**src/sv/box_blur_3x3_rgb_macros.svh**
```systemverilog
// Assertion macros shared by the box blur RTL.
`ifndef BOX_BLUR_3X3_RGB_MACROS_SVH
`define BOX_BLUR_3X3_RGB_MACROS_SVH

// Property must hold on every clock edge outside reset.
`define BB3_ASSERT(label, prop, msg) \
   label: assert property (@(posedge clock) disable iff (reset) prop) else $error(msg);

// Condition must never be seen on a clock edge outside reset.
`define BB3_ASSERT_NEVER(label, expr, msg) \
   label: assert property (@(posedge clock) disable iff (reset) !(expr)) else $error(msg);

`endif

```
**src/sv/bb3_pkg.sv**
```systemverilog
// Types, constants and the reciprocal table of the 3x3 RGB box blur.
package bb3_pkg;

   localparam int CFG_W          = 11;
   localparam int COL_W          = 11;
   localparam int ROW_W          = 12;
   localparam int CH_W           = 8;
   localparam int NUM_LANES      = 3;
   localparam int PIX_W          = CH_W * NUM_LANES;
   localparam int TAPS           = 9;
   localparam int CNT_W          = 4;
   localparam int ROWSUM_W       = 10;
   localparam int NUM_W          = 13;
   localparam int RECIP_W        = 16;
   localparam int PROD_W         = NUM_W + RECIP_W;
   localparam int Q_W            = 9;
   localparam int CSR_IDX_W      = 2;
   localparam int DEF_MAX_WIDTH  = 1024;
   localparam int DEF_MAX_HEIGHT = 1024;

   localparam logic [CSR_IDX_W-1:0] CSR_IMAGE_WIDTH  = 2'd0;
   localparam logic [CSR_IDX_W-1:0] CSR_IMAGE_HEIGHT = 2'd1;

   typedef enum logic [2:0] {
      ST_IDLE,
      ST_READ,
      ST_SUM,
      ST_MUL,
      ST_FIX
   } bb3_state_type;

   typedef struct packed {
      logic             load_rows;
      logic             load_num;
      logic             load_q;
      logic [2:0]       row_en;
      logic [2:0]       col_en;
      logic [CNT_W-1:0] count;
   } bb3_lane_ctl_type;

   typedef struct packed {
      logic row_end;
      logic frame_end;
   } bb3_flags_type;

   // floor(2^16 / (2*n)) for a window of n pixels
   function automatic logic [RECIP_W-1:0] bb3_recip(input logic [CNT_W-1:0] n);
      logic [RECIP_W-1:0] r;
      case (n)
         4'd1:    r = 16'd32768;
         4'd2:    r = 16'd16384;
         4'd3:    r = 16'd10922;
         4'd4:    r = 16'd8192;
         4'd5:    r = 16'd6553;
         4'd6:    r = 16'd5461;
         4'd7:    r = 16'd4681;
         4'd8:    r = 16'd4096;
         4'd9:    r = 16'd3640;
         default: r = 16'd0;
      endcase
      return r;
   endfunction

endpackage

```
**src/sv/bb3_merge.sv**
```systemverilog
// Output register: joins the three lane means and the position flags.
module bb3_merge import bb3_pkg::*; (
   input  logic                            clock,
   input  logic                            reset,
   input  logic                            ld,
   input  logic [NUM_LANES-1:0][CH_W-1:0]  means,
   input  bb3_flags_type                   flags,
   output logic                            free,
   output logic                            rsp_tvalid,
   input  logic                            rsp_tready,
   output logic [PIX_W-1:0]                rsp_tdata,   // red_out, green_out, blue_out
   output logic                            rsp_tlast,   // row_end
   output logic                            rsp_tuser    // frame_end
);

   logic                 valid_ff;
   logic                 valid_in;
   logic [PIX_W-1:0]     data_ff;
   bb3_flags_type        flags_ff;

   assign free     = !valid_ff || rsp_tready;
   assign valid_in = ld || (valid_ff && !rsp_tready);

   always_ff @(posedge clock) begin
      if (reset) begin
         valid_ff <= 1'b0;
      end else begin
         valid_ff <= valid_in;
      end
   end

   always_ff @(posedge clock) begin
      if (ld) begin
         data_ff  <= means;
         flags_ff <= flags;
      end
   end

   assign rsp_tvalid = valid_ff;
   assign rsp_tdata  = data_ff;
   assign rsp_tlast  = flags_ff.row_end;
   assign rsp_tuser  = flags_ff.frame_end;

endmodule

```
**config.mk**
```make
export PLATFORM = sky130hd
export DESIGN_NAME = bb3_merge
export DESIGN_NICKNAME = d
export VERILOG_FILES = /design/src/sv/box_blur_3x3_rgb_macros.svh /design/src/sv/bb3_pkg.sv /design/src/sv/bb3_merge.sv
export SDC_FILE = /design/constraint.sdc
export NUM_CORES = 1
export LEC_CHECK = 0
export ABC_AREA = 1
export BUFFER_PORTS_ARGS = -buffer_cell sky130_fd_sc_hd__buf_4
export CAP_MARGIN = 20
export CORE_ASPECT_RATIO = 1.4
export CORE_MARGIN = 10
export CORE_UTILIZATION = 30
export DETAILED_ROUTE_END_ITERATION = 6
export PLACE_DENSITY = 0.74
export SYNTH_ARGS = -nofsm -noshare
export SYNTH_HDL_FRONTEND = slang
export SYNTH_SLANG_ARGS = --single-unit
```
**constraint.sdc**
```tcl
create_clock -name clock -period 1.5 [get_ports clock]
set_input_delay 0.3 -clock clock [delete_from_list [all_inputs] [get_ports clock]]
set_output_delay 0.3 -clock clock [all_outputs]
set_load 0.02 [all_outputs]
```
; Yosys cells after proc, flatten, opt, wreduce, memory -nomap -nowiden
; Cells that the tools add are included.
[word_totals]
regBits = 27
input_bits = 30
output_inout_bits = 28
[op_classes]
n_reduce_logical = 5
[ops]
columns = operator, n
row1 = $logic_not 1->1, 2
row2 = $logic_or 1x1->1, 2
row3 = $logic_and 1x1->1, 1

; Logic depth before layout (Yosys ltp)
[logic_depth]
depth_word = 3
ltp_mapped = 3

; Worst setup path before layout
; OpenSTA, ideal clock, no wires.
[synth_timing]
path_type = reg2out
from = register valid_ff, in the netlist rsp_tvalid
to = output free
t_arrival_ns = 0.580
required_ns = 1.200
slack_ns = 0.620
stages_incl_launch_ff = 2
path_buffers = 0
path_cell_list = dfxtp_1 nand2_2
[synth_between]
elab_chain_len = 2
[synth_rtl]
columns = item, line_no
row1 = from (decl), bb3_merge.sv:16  ; logic valid_ff;
row2 = from (signal assigned), bb3_merge.sv:28  ; valid_ff <= valid_in;
row3 = $logic_not 1->1, bb3_merge.sv:21  ; assign free = !valid_ff || rsp_tready;
row4 = $logic_or 1x1->1, bb3_merge.sv:21
row5 = to (decl), bb3_merge.sv:8  ; output logic free,
; Every way passes these cells.

; Worst setup path in the final report
; Same ends and word-level chain as after synthesis.

==> flow_summary.toml <==
[outcome]
status = "completed"

[power]
vdd_drop_max_mv = 0.625
p_leak_uw = 0.000566
power_density_mw_per_mm2 = 1090

[clock_network]
clock_path_buffers = 2
cts.repair.resized = 0
cts_root_buf = "clkbuf_4"
cts_hold_buf = 0
cts_setup_buffers = 0
numClockSinks = 27
clk_pin_slew_ps = 130
cts_tree = "done"
clock_latency_ps = 310
cts_buffers = 3
cts_htree_levels = 1

[final_layout]
instances_no_fill = 128
drive_gt1_share_pct = 67.4
fillCellCount = 230
layout_commonest_cell = "buf_4"
fin_nets = 123
final_cell_mix = "buf_4 (57), edfxtp_1 (26), clkbuf_4 (3)"
antenna_cells = 0
syn_to_final_growth_pct = 60.6

[sta]
max_slew.worst_pin.slew_ps = 319
maxSlewHeadroom_pct = 78.8
skew_ps = 0
fin_crit_ps = 1220
rsz0062_at_grt = "no"
report.final.slew_viol_count = 0
fin_hold_ws_ps = 121
hold_viol_final = 0
setup-tns-final_ps = 0
fin_crit_sh_pct = 81.1
setup_violations = 0
clock.fmax_mhz = 822

[yosys]
syn_area_um2 = 823
avgSynthCellArea_um2 = 26.6
ys_types = 5
syn_nets = 61
synth_cells = 31
seq_area_frac_synth_pct = 97.3
yosysWarnings = 0
synth_seq_cells = 27

[setup_path]
cp-end-kind = "output pin"
arrival_ps = 920
crit_fanout = 2
cp_data_required_time_ps = 1200
path_class = "register to output pin"
startpoint_type = "register"

[drt]
post_drt_wl_per_cell_um = 15.6
finalWirelength_um = 1990
via_per_inst = 3.85
vias = 493
ant_nets = 0
drt_iter0_drc = 9
drc = 0
drtPass1Iterations = 2

[placement]
gp_congestion = 0.628
port_buffers = 57
dp_cells = 124
dp_hpwl_um = 1660

[die]
ios = 58
die_area_mm2 = 0.00527
die_y_um = 82.0
die_x_um = 64.3
core_area_mm2 = 0.00262
start_util_pct = 31.5
fp-row-count = 22

[global_route]
track_usage_pct = 6.99
gr-total-overflow = 0
grt_pass1_vias = 542
grt_pass1_wl_um = 2810
grt_max_degree = 28
antenna_found_initial = 0

[run]
max_cap_viol_count = 0

[hold_path]
min_path_type = "input port to register"
layer usage:
metal | GRT usage (%) | wire length (um) | up-vias
li1 | - | - | 240
met1 | 6.40 | 639 | 218
met2 | 12.5 | 1110 | 31
met3 | 2.86 | 198 | 4
met4 | 4.51 | 46 | 0
met5 | 0 | 0 | -
cell families (layout without fill, tap and decap cells):
group	Yosys count	after routing	synth area share (%)
AO/OA/AOI/OAI	1	1	1.06
buffers and inverters	2	63	0.912
flip-flops	27	27	97.3
AND/OR/NAND/NOR	1	1	0.760
where the power goes:
group | internal, uW | switching [uW] | leakage [uW] | total (uW)
Clock | 104 | 194 | 0.0000150 | 297
Combinational | 118 | 124 | 0.000288 | 242
Sequential | 890 | 15.9 | 0.000263 | 906
final timing paths:
check	cells after the start	to	slack, ps	start
max	2	free	280	rsp_tvalid
min	2	rsp_tvalid	120	reset
max reg2reg	2	rsp_tvalid	900	rsp_tvalid
min reg2reg	2	rsp_tvalid	500	rsp_tvalid
through the flow:
step,cell area [um2],setup WS [ps],power (uW),util (%)
global route,1320,225,1510,50.6
floorplan,823,620,1010,-
finish,1320,284,1450,50.6
CTS,1320,265,1460,50.6
detailed placement,1300,531,1170,49.6
global placement,1300,541,1170,49.6
worst max-delay path, cell delays in order (launching register included):
cell     delay [ps]
dfxtp_1         380
nand2_2          70
buf_4           160
flip-flops by register name (all words and copies together), names as in the netlist:
signal      cells
rsp_tuser       1
rsp_tlast       1
rsp_tdata      24
rsp_tvalid      1
layout make-up:
class | count | area, um2 | area share (%)
well taps | 36 | 45.0 | 3.41
multi-input cells | 2 | 15.0 | 1.14
clock buffers | 4 | 26.3 | 1.99
inverters | 2 | 7.51 | 0.568
flip-flops and latches | 27 | 801 | 60.5
repair buffers | 57 | 428 | 32.4
synth_stat cells:
cell,count,area share (%)
edfxtp_1,26,95
inv_1,2,0.91
a21oi_2,1,1.1
dfxtp_1,1,2.4
nand2_2,1,0.76
(Power assumes the default switching activity.)
