<file path="config.mk">
export PLATFORM = sky130hd
export DESIGN_NAME = bb3_lane
export DESIGN_NICKNAME = d
export VERILOG_FILES = /design/src/sv/box_blur_3x3_rgb_macros.svh /design/src/sv/bb3_pkg.sv /design/src/sv/bb3_lane.sv
export SDC_FILE = /design/constraint.sdc
export NUM_CORES = 1
export LEC_CHECK = 0
export BUFFER_PORTS_ARGS = -buffer_cell sky130_fd_sc_hd__buf_2
export CORE_MARGIN = 8
export CORE_UTILIZATION = 40
export CTS_CLUSTER_DIAMETER = 30
export DETAILED_ROUTE_END_ITERATION = 7
export PLACE_DENSITY = 0.54
export SLEW_MARGIN = 10
export SYNTH_ARGS = -nofsm -noshare
export SYNTH_HDL_FRONTEND = slang
export SYNTH_SLANG_ARGS = --single-unit
</file>
<file path="constraint.sdc">
create_clock -name clock -period 12.1 [get_ports clock]
set_input_delay 2.42 -clock clock [delete_from_list [all_inputs] [get_ports clock]]
set_output_delay 2.42 -clock clock [all_outputs]
set_load 0.01 [all_outputs]
</file>
<file path="src/sv/box_blur_3x3_rgb_macros.svh">
// Assertion macros shared by the box blur RTL.
`ifndef BOX_BLUR_3X3_RGB_MACROS_SVH
`define BOX_BLUR_3X3_RGB_MACROS_SVH

// Property must hold on every clock edge outside reset.
`define BB3_ASSERT(label, prop, msg) \
   label: assert property (@(posedge clock) disable iff (reset) prop) else $error(msg);

// Condition must never be seen on a clock edge outside reset.
`define BB3_ASSERT_NEVER(label, expr, msg) \
   label: assert property (@(posedge clock) disable iff (reset) !(expr)) else $error(msg);

`endif

</file>
<file path="src/sv/bb3_pkg.sv">
// Types, constants and the reciprocal table of the 3x3 RGB box blur.
package bb3_pkg;

   localparam int CFG_W          = 11;
   localparam int COL_W          = 11;
   localparam int ROW_W          = 12;
   localparam int CH_W           = 8;
   localparam int NUM_LANES      = 3;
   localparam int PIX_W          = CH_W * NUM_LANES;
   localparam int TAPS           = 9;
   localparam int CNT_W          = 4;
   localparam int ROWSUM_W       = 10;
   localparam int NUM_W          = 13;
   localparam int RECIP_W        = 16;
   localparam int PROD_W         = NUM_W + RECIP_W;
   localparam int Q_W            = 9;
   localparam int CSR_IDX_W      = 2;
   localparam int DEF_MAX_WIDTH  = 1024;
   localparam int DEF_MAX_HEIGHT = 1024;

   localparam logic [CSR_IDX_W-1:0] CSR_IMAGE_WIDTH  = 2'd0;
   localparam logic [CSR_IDX_W-1:0] CSR_IMAGE_HEIGHT = 2'd1;

   typedef enum logic [2:0] {
      ST_IDLE,
      ST_READ,
      ST_SUM,
      ST_MUL,
      ST_FIX
   } bb3_state_type;

   typedef struct packed {
      logic             load_rows;
      logic             load_num;
      logic             load_q;
      logic [2:0]       row_en;
      logic [2:0]       col_en;
      logic [CNT_W-1:0] count;
   } bb3_lane_ctl_type;

   typedef struct packed {
      logic row_end;
      logic frame_end;
   } bb3_flags_type;

   // floor(2^16 / (2*n)) for a window of n pixels
   function automatic logic [RECIP_W-1:0] bb3_recip(input logic [CNT_W-1:0] n);
      logic [RECIP_W-1:0] r;
      case (n)
         4'd1:    r = 16'd32768;
         4'd2:    r = 16'd16384;
         4'd3:    r = 16'd10922;
         4'd4:    r = 16'd8192;
         4'd5:    r = 16'd6553;
         4'd6:    r = 16'd5461;
         4'd7:    r = 16'd4681;
         4'd8:    r = 16'd4096;
         4'd9:    r = 16'd3640;
         default: r = 16'd0;
      endcase
      return r;
   endfunction

endpackage

</file>
<file path="src/sv/bb3_lane.sv">
// One colour lane: clipped window sum and rounded mean by reciprocal multiply.
module bb3_lane import bb3_pkg::*; (
   input  logic                        clock,
   input  bb3_lane_ctl_type            ctl,
   input  logic [TAPS-1:0][CH_W-1:0]   taps,
   output logic [CH_W-1:0]             mean
);

   logic [2:0][ROWSUM_W-1:0] rsum;
   logic [2:0][ROWSUM_W-1:0] rsum_ff;
   logic [NUM_W-1:0]         total;
   logic [NUM_W-1:0]         num_ff;
   logic [PROD_W-1:0]        prod;
   logic [Q_W-1:0]           q0_ff;
   logic [NUM_W-1:0]         div;
   logic [NUM_W-1:0]         qd;
   logic [NUM_W-1:0]         rem;
   logic [Q_W-1:0]           q_fix;

   always_comb begin
      for (int i = 0; i < 3; i++) begin
         rsum[i] = (ctl.col_en[0] ? ROWSUM_W'(taps[i*3])     : '0)
                 + (ctl.col_en[1] ? ROWSUM_W'(taps[i*3 + 1]) : '0)
                 + (ctl.col_en[2] ? ROWSUM_W'(taps[i*3 + 2]) : '0);
      end
   end

   assign total = NUM_W'(rsum_ff[0]) + NUM_W'(rsum_ff[1]) + NUM_W'(rsum_ff[2]);
   assign prod  = PROD_W'(num_ff) * PROD_W'(bb3_recip(ctl.count));

   always_ff @(posedge clock) begin
      if (ctl.load_rows) begin
         for (int i = 0; i < 3; i++) begin
            rsum_ff[i] <= ctl.row_en[i] ? rsum[i] : '0;
         end
      end
      if (ctl.load_num) begin
         num_ff <= {total[NUM_W-2:0], 1'b0} + NUM_W'(ctl.count);
      end
      if (ctl.load_q) begin
         q0_ff <= prod[RECIP_W +: Q_W];
      end
   end

   // estimate is exact or one short
   assign div   = NUM_W'({ctl.count, 1'b0});
   assign qd    = NUM_W'(q0_ff) * div;
   assign rem   = num_ff - qd;
   assign q_fix = (rem >= div) ? q0_ff + 1'b1 : q0_ff;
   assign mean  = q_fix[CH_W-1:0];

endmodule

</file>
Word level (Yosys, flattened, before mapping)
Memories as Yosys holds them, arrays and structs flattened.
Index checks and enable logic that the tools add are counted.
- add/sub/neg operators: 11
- multiply operators: 2
- order comparisons: 1
- mux-type cells: 10
- operators with widths (cell ; number):
    2-to-1 mux 8 bit ; 10
    adder 9 x 8 -> 10 bit ; 3
    adder 8 x 8 -> 9 bit ; 3
    multiplier 13 x 16 -> 25 bit ; 1
    adder 13 x 4 -> 13 bit ; 1
    greater-or-equal comparator 13 x 5 -> 1 bit ; 1
    subtractor 13 bit ; 1
    adder 11 x 10 -> 12 bit ; 1
    multiplier 9 x 4 -> 12 bit ; 1
    adder 10 x 10 -> 11 bit ; 1
    adder 8 x 1 -> 8 bit, second input constant ; 1
- register bits: 52
- ROM bits: 256
- logic and storage cells: 30
- memories kept: 1
- memories (memory ; depth ; width ; rd ports ; clocked after Yosys merged registers in ; wr ports ; line ; RTL):
    (name not given) ; 16 ; 16 ; 1 ; 0 ; 0 ; bb3_pkg.sv:49 ; case (n)

Logic depth before layout (Yosys ltp)
- word-level depth: 4
- gate-level depth with buffers: 27
- mapped depth without buffers: 25

Worst setup path before layout
Ideal clock, no wire load.
- kind: input to output
- start point: in ctl[3] in the netlist's numbering
- end point: out mean[1]
- data arrival time: 7526 ps
- data required time: 9680 ps
- setup slack: 2154 ps
- stages on the path: 25
- buffers on the path: 2
- path through: buf_1 > clkbuf_1 > and2_1 > fa_1 > inv_1 > fa_1 > inv_1 > ha_1 > nor2b_1 > o21ai_0 > nand2b_1 > a21o_1 > a21o_1 > a21o_1 > a21oi_1 > xor2_1 > ha_1 > xor2_1 > a211oi_1 > a211oi_1 > nor4_1 > nand4_1 > a211o_1 > or2_1 > mux2_2
- cells in the longest elaborated chain, start to end: 4
- ends and longest elaborated chain (item ; line ; RTL):
    from (decl) ; bb3_lane.sv:4 ; input bb3_lane_ctl_type ctl,
    multiplier 9 x 4 -> 12 bit ; bb3_lane.sv:47 ; assign qd = NUM_W'(q0_ff) * div;
    subtractor 13 bit ; bb3_lane.sv:48 ; assign rem = num_ff - qd;
    greater-or-equal comparator 13 x 5 -> 1 bit (*) ; bb3_lane.sv:49 ; assign q_fix = (rem >= div) ? q0_ff + 1'b1 : q0_ff;
    2-to-1 mux 8 bit (*) ; bb3_lane.sv:49 ;
    to (decl) ; bb3_lane.sv:6 ; output logic [CH_W-1:0] mean
Mark *: on every way between the ends. The rest lies on a longest branch, timed or not.

Worst setup path after layout
Ends and elaborated chain as after synthesis.

==> flow_summary.json <==
{
  "crit_path_top_delay_cell": "fa_1",
  "combinationalPowerShare_pct": 78.2,
  "switching_share_pct": 52.6,
  "grt_usage_pct": 16.3,
  "clockPowerShare_pct": 5.6,
  "arrival_ps": 7850,
  "hold_class": "reg -> reg",
  "wl_per_cell_um": 15.7,
  "p_switching_mw": 1.47,
  "grt_pass1_wl_um": 48200,
  "drv_slew": 0,
  "grt_max_degree": 31,
  "whs_ps": 818,
  "max_freq_mhz": 97.4,
  "first_iter_violations": 387,
  "synth_seq_cells": 52,
  "clkLatencyLatePin_ps": 290,
  "start_util_pct": 40.7,
  "ctsHoldBuffers": 0,
  "status": "finished clean",
  "cts_sinks": 52,
  "p_int_mw": 1.32,
  "leakage_nw": 6.68,
  "cp_max_fo": 23,
  "cts_buffers": 5,
  "n_fill_cell": 2998,
  "cap_violations": 0,
  "cp_data_required_time_ps": 9680,
  "syn_inst": 1359,
  "rsz0062_at_grt": "false",
  "pre_cts_ws_ps": 1780,
  "wirelength_um": 28400,
  "rows": 63,
  "drc": 0,
  "clk_pin_slew_ps": 60,
  "final_common_cell": "inv_1",
  "grt_pass1_vias": 9662,
  "cts-root-buf": "clkbuf_16",
  "worst_setup_path_start_kind": "input port",
  "instances_no_fill": 1812,
  "finalSetupViolations": 0,
  "vias": 8958,
  "num_antenna_cells": 0,
  "syn_area_um2": 12100,
  "fin_crit_sh_pct": 84.9,
  "areaGrowthSynthToFinish_pct": 8.20,
  "place_area_um2": 13000,
  "fin_ws_ps": 1830,
  "syn_nets": 1769,
  "hold_viol_final": 0,
  "crit_top_cell": "a21o_1",
  "io_buffers": 93,
  "cts_setup_buffers": 0,
  "skew_ps": 4.66,
  "cts_max_level": 2,
  "peakVddDrop_mv": 0.184,
  "finalSetupTns_ps": 0,
  "max_slew_margin_pct": 35.7,
  "most-common-layout-cells": "282 x inv_1, 202 x fa_1, 198 x nand2_1, 129 x and2_1, 122 x ha_1",
  "globalplace.congestion": 0.792,
  "die_area_um2": 36200,
  "core_area_um2": 29800,
  "die_w_um": 190,
  "first_pass_iters": 5,
  "die_h_um": 190,
  "dpl.hpwl_um": 23300,
  "top_level_ports": 94,
  "path_class": "in -> out",
  "synth_ff_type": "edfxtp_1",
  "power_frac_seq_pct": 16.3,
  "dp_cells": 1804,
  "avgSynthCellArea_um2": 8.93,
  "totalPowerFinal_mw": 2.79,
  "tightest_slew_ps": 965,
  "fin_area_um2": 13100,
  "period_minus_slack_ps": 10270,
  "ant_nets": 0,
  "seq_area_frac_synth_pct": 12.9,
  "yosysWarningCount": 0,
  "synth.distinct_cells": 59,
  "multi_input_area_um2": 9350,
  "final_core_util_pct": 44.1,
  "slowest_delay_ps": 530,
  "antenna_found_initial": 0,
  "area.sequential_um2": 1560,
  "synthArstFlopShare_pct": 0,
  "cts_tree": "done",
  "nets": 1831,
  "overflow": 0,
  "cp-end-kind": "primary output",
  "post_cts_resized": 0,
  "synth_edf_count": 52,
  "final_layout_size_suffix_gt1_share_pct": 8.09,
  "p_per_area_nw_per_um2": 213,
  "cts_buffer_depth": 2,
  "via_per_inst": 4.94
}
==> layer usage <==
| layer | up-vias | part of all wire (%) | global-route usage (%) |
|---|---|---|---|
| met3 | 12 | 3.5 | 1.59 |
| met2 | 167 | 49 | 29.0 |
| met1 | 4444 | 47 | 21.6 |
| met5 | - | 0 | 0 |
| met4 | 0 | 0.61 | 2.15 |
| li1 | 4335 | - | - |
==> worst paths after layout <==
kind                     from        end  slack [ps]  depth (start not counted)
setup / recovery       ctl[3]    mean[1]        1830                         25
hold / removal    rsum_ff[20]  num_ff[1]         820                          2
setup reg to reg    num_ff[2]   q0_ff[8]        5690                         20
hold reg to reg   rsum_ff[20]  num_ff[1]         820                          2
==> critical path: cells and delay by family <==
kind,cells,cell delay [ps]
AO/OA/AOI/OAI,8,1480
buffers and inverters,4,460
adder cells (fa/ha/maj),4,1700
multiplexers,1,270
AND/OR/NAND/NOR,6,1170
XOR/XNOR,2,330
==> Yosys cell counts, types with 26 or more instances <==
cell	n	share of area, %
inv_1	282	8.7
fa_1	202	33
nand2_1	198	6.1
and2_1	129	6.6
ha_1	122	13
edfxtp_1	52	13
clkbuf_1	43	1.3
xnor2_1	34	2.5
a21oi_1	33	1.4
nor2_1	33	1.0
xor2_1	30	2.2
a21o_1	29	1.8
and3_1	26	1.3
==> cell type report <==
| type | instances | area share (%) |
|---|---|---|
| Sequential cell | 52 | 11.9 |
| Inverter | 283 | 8.09 |
| Multi-Input combinational cell | 980 | 71.2 |
| Timing Repair Buffer | 99 | 3.89 |
| Clock inverter | 3 | 0.286 |
| Clock buffer | 5 | 0.952 |
| Tap cell | 390 | 3.71 |
==> power groups by stage <==
stage	combinational [mW]	clock, mW	sequential (mW)
floorplan	1.74	0	0.330
global placement	2.18	0	0.457
detailed placement	2.19	0	0.457
CTS	2.22	0.159	0.454
global route	2.54	0.166	0.465
finish	2.18	0.156	0.454
==> flip-flops by register name (all words and copies together) (netlist names) <==
| name | flops |
|---|---|
| rsum_ff | 30 |
| num_ff | 13 |
| q0_ff | 9 |
==> cells by family (layout without fill, tap and decap cells) <==
kind of cell	count (synthesis)	after routing	share of synthesized area [%]
AOI/OAI and AO/OA	132	132	7.28
buffers and inverters	327	390	10.1
muxes	2	2	0.175
xor gates and xnor gates	65	65	4.80
DFF	52	52	12.9
and+or+nand+nor	457	457	18.9
adders and majority gates	324	324	45.9
(Power assumes the default switching activity.)
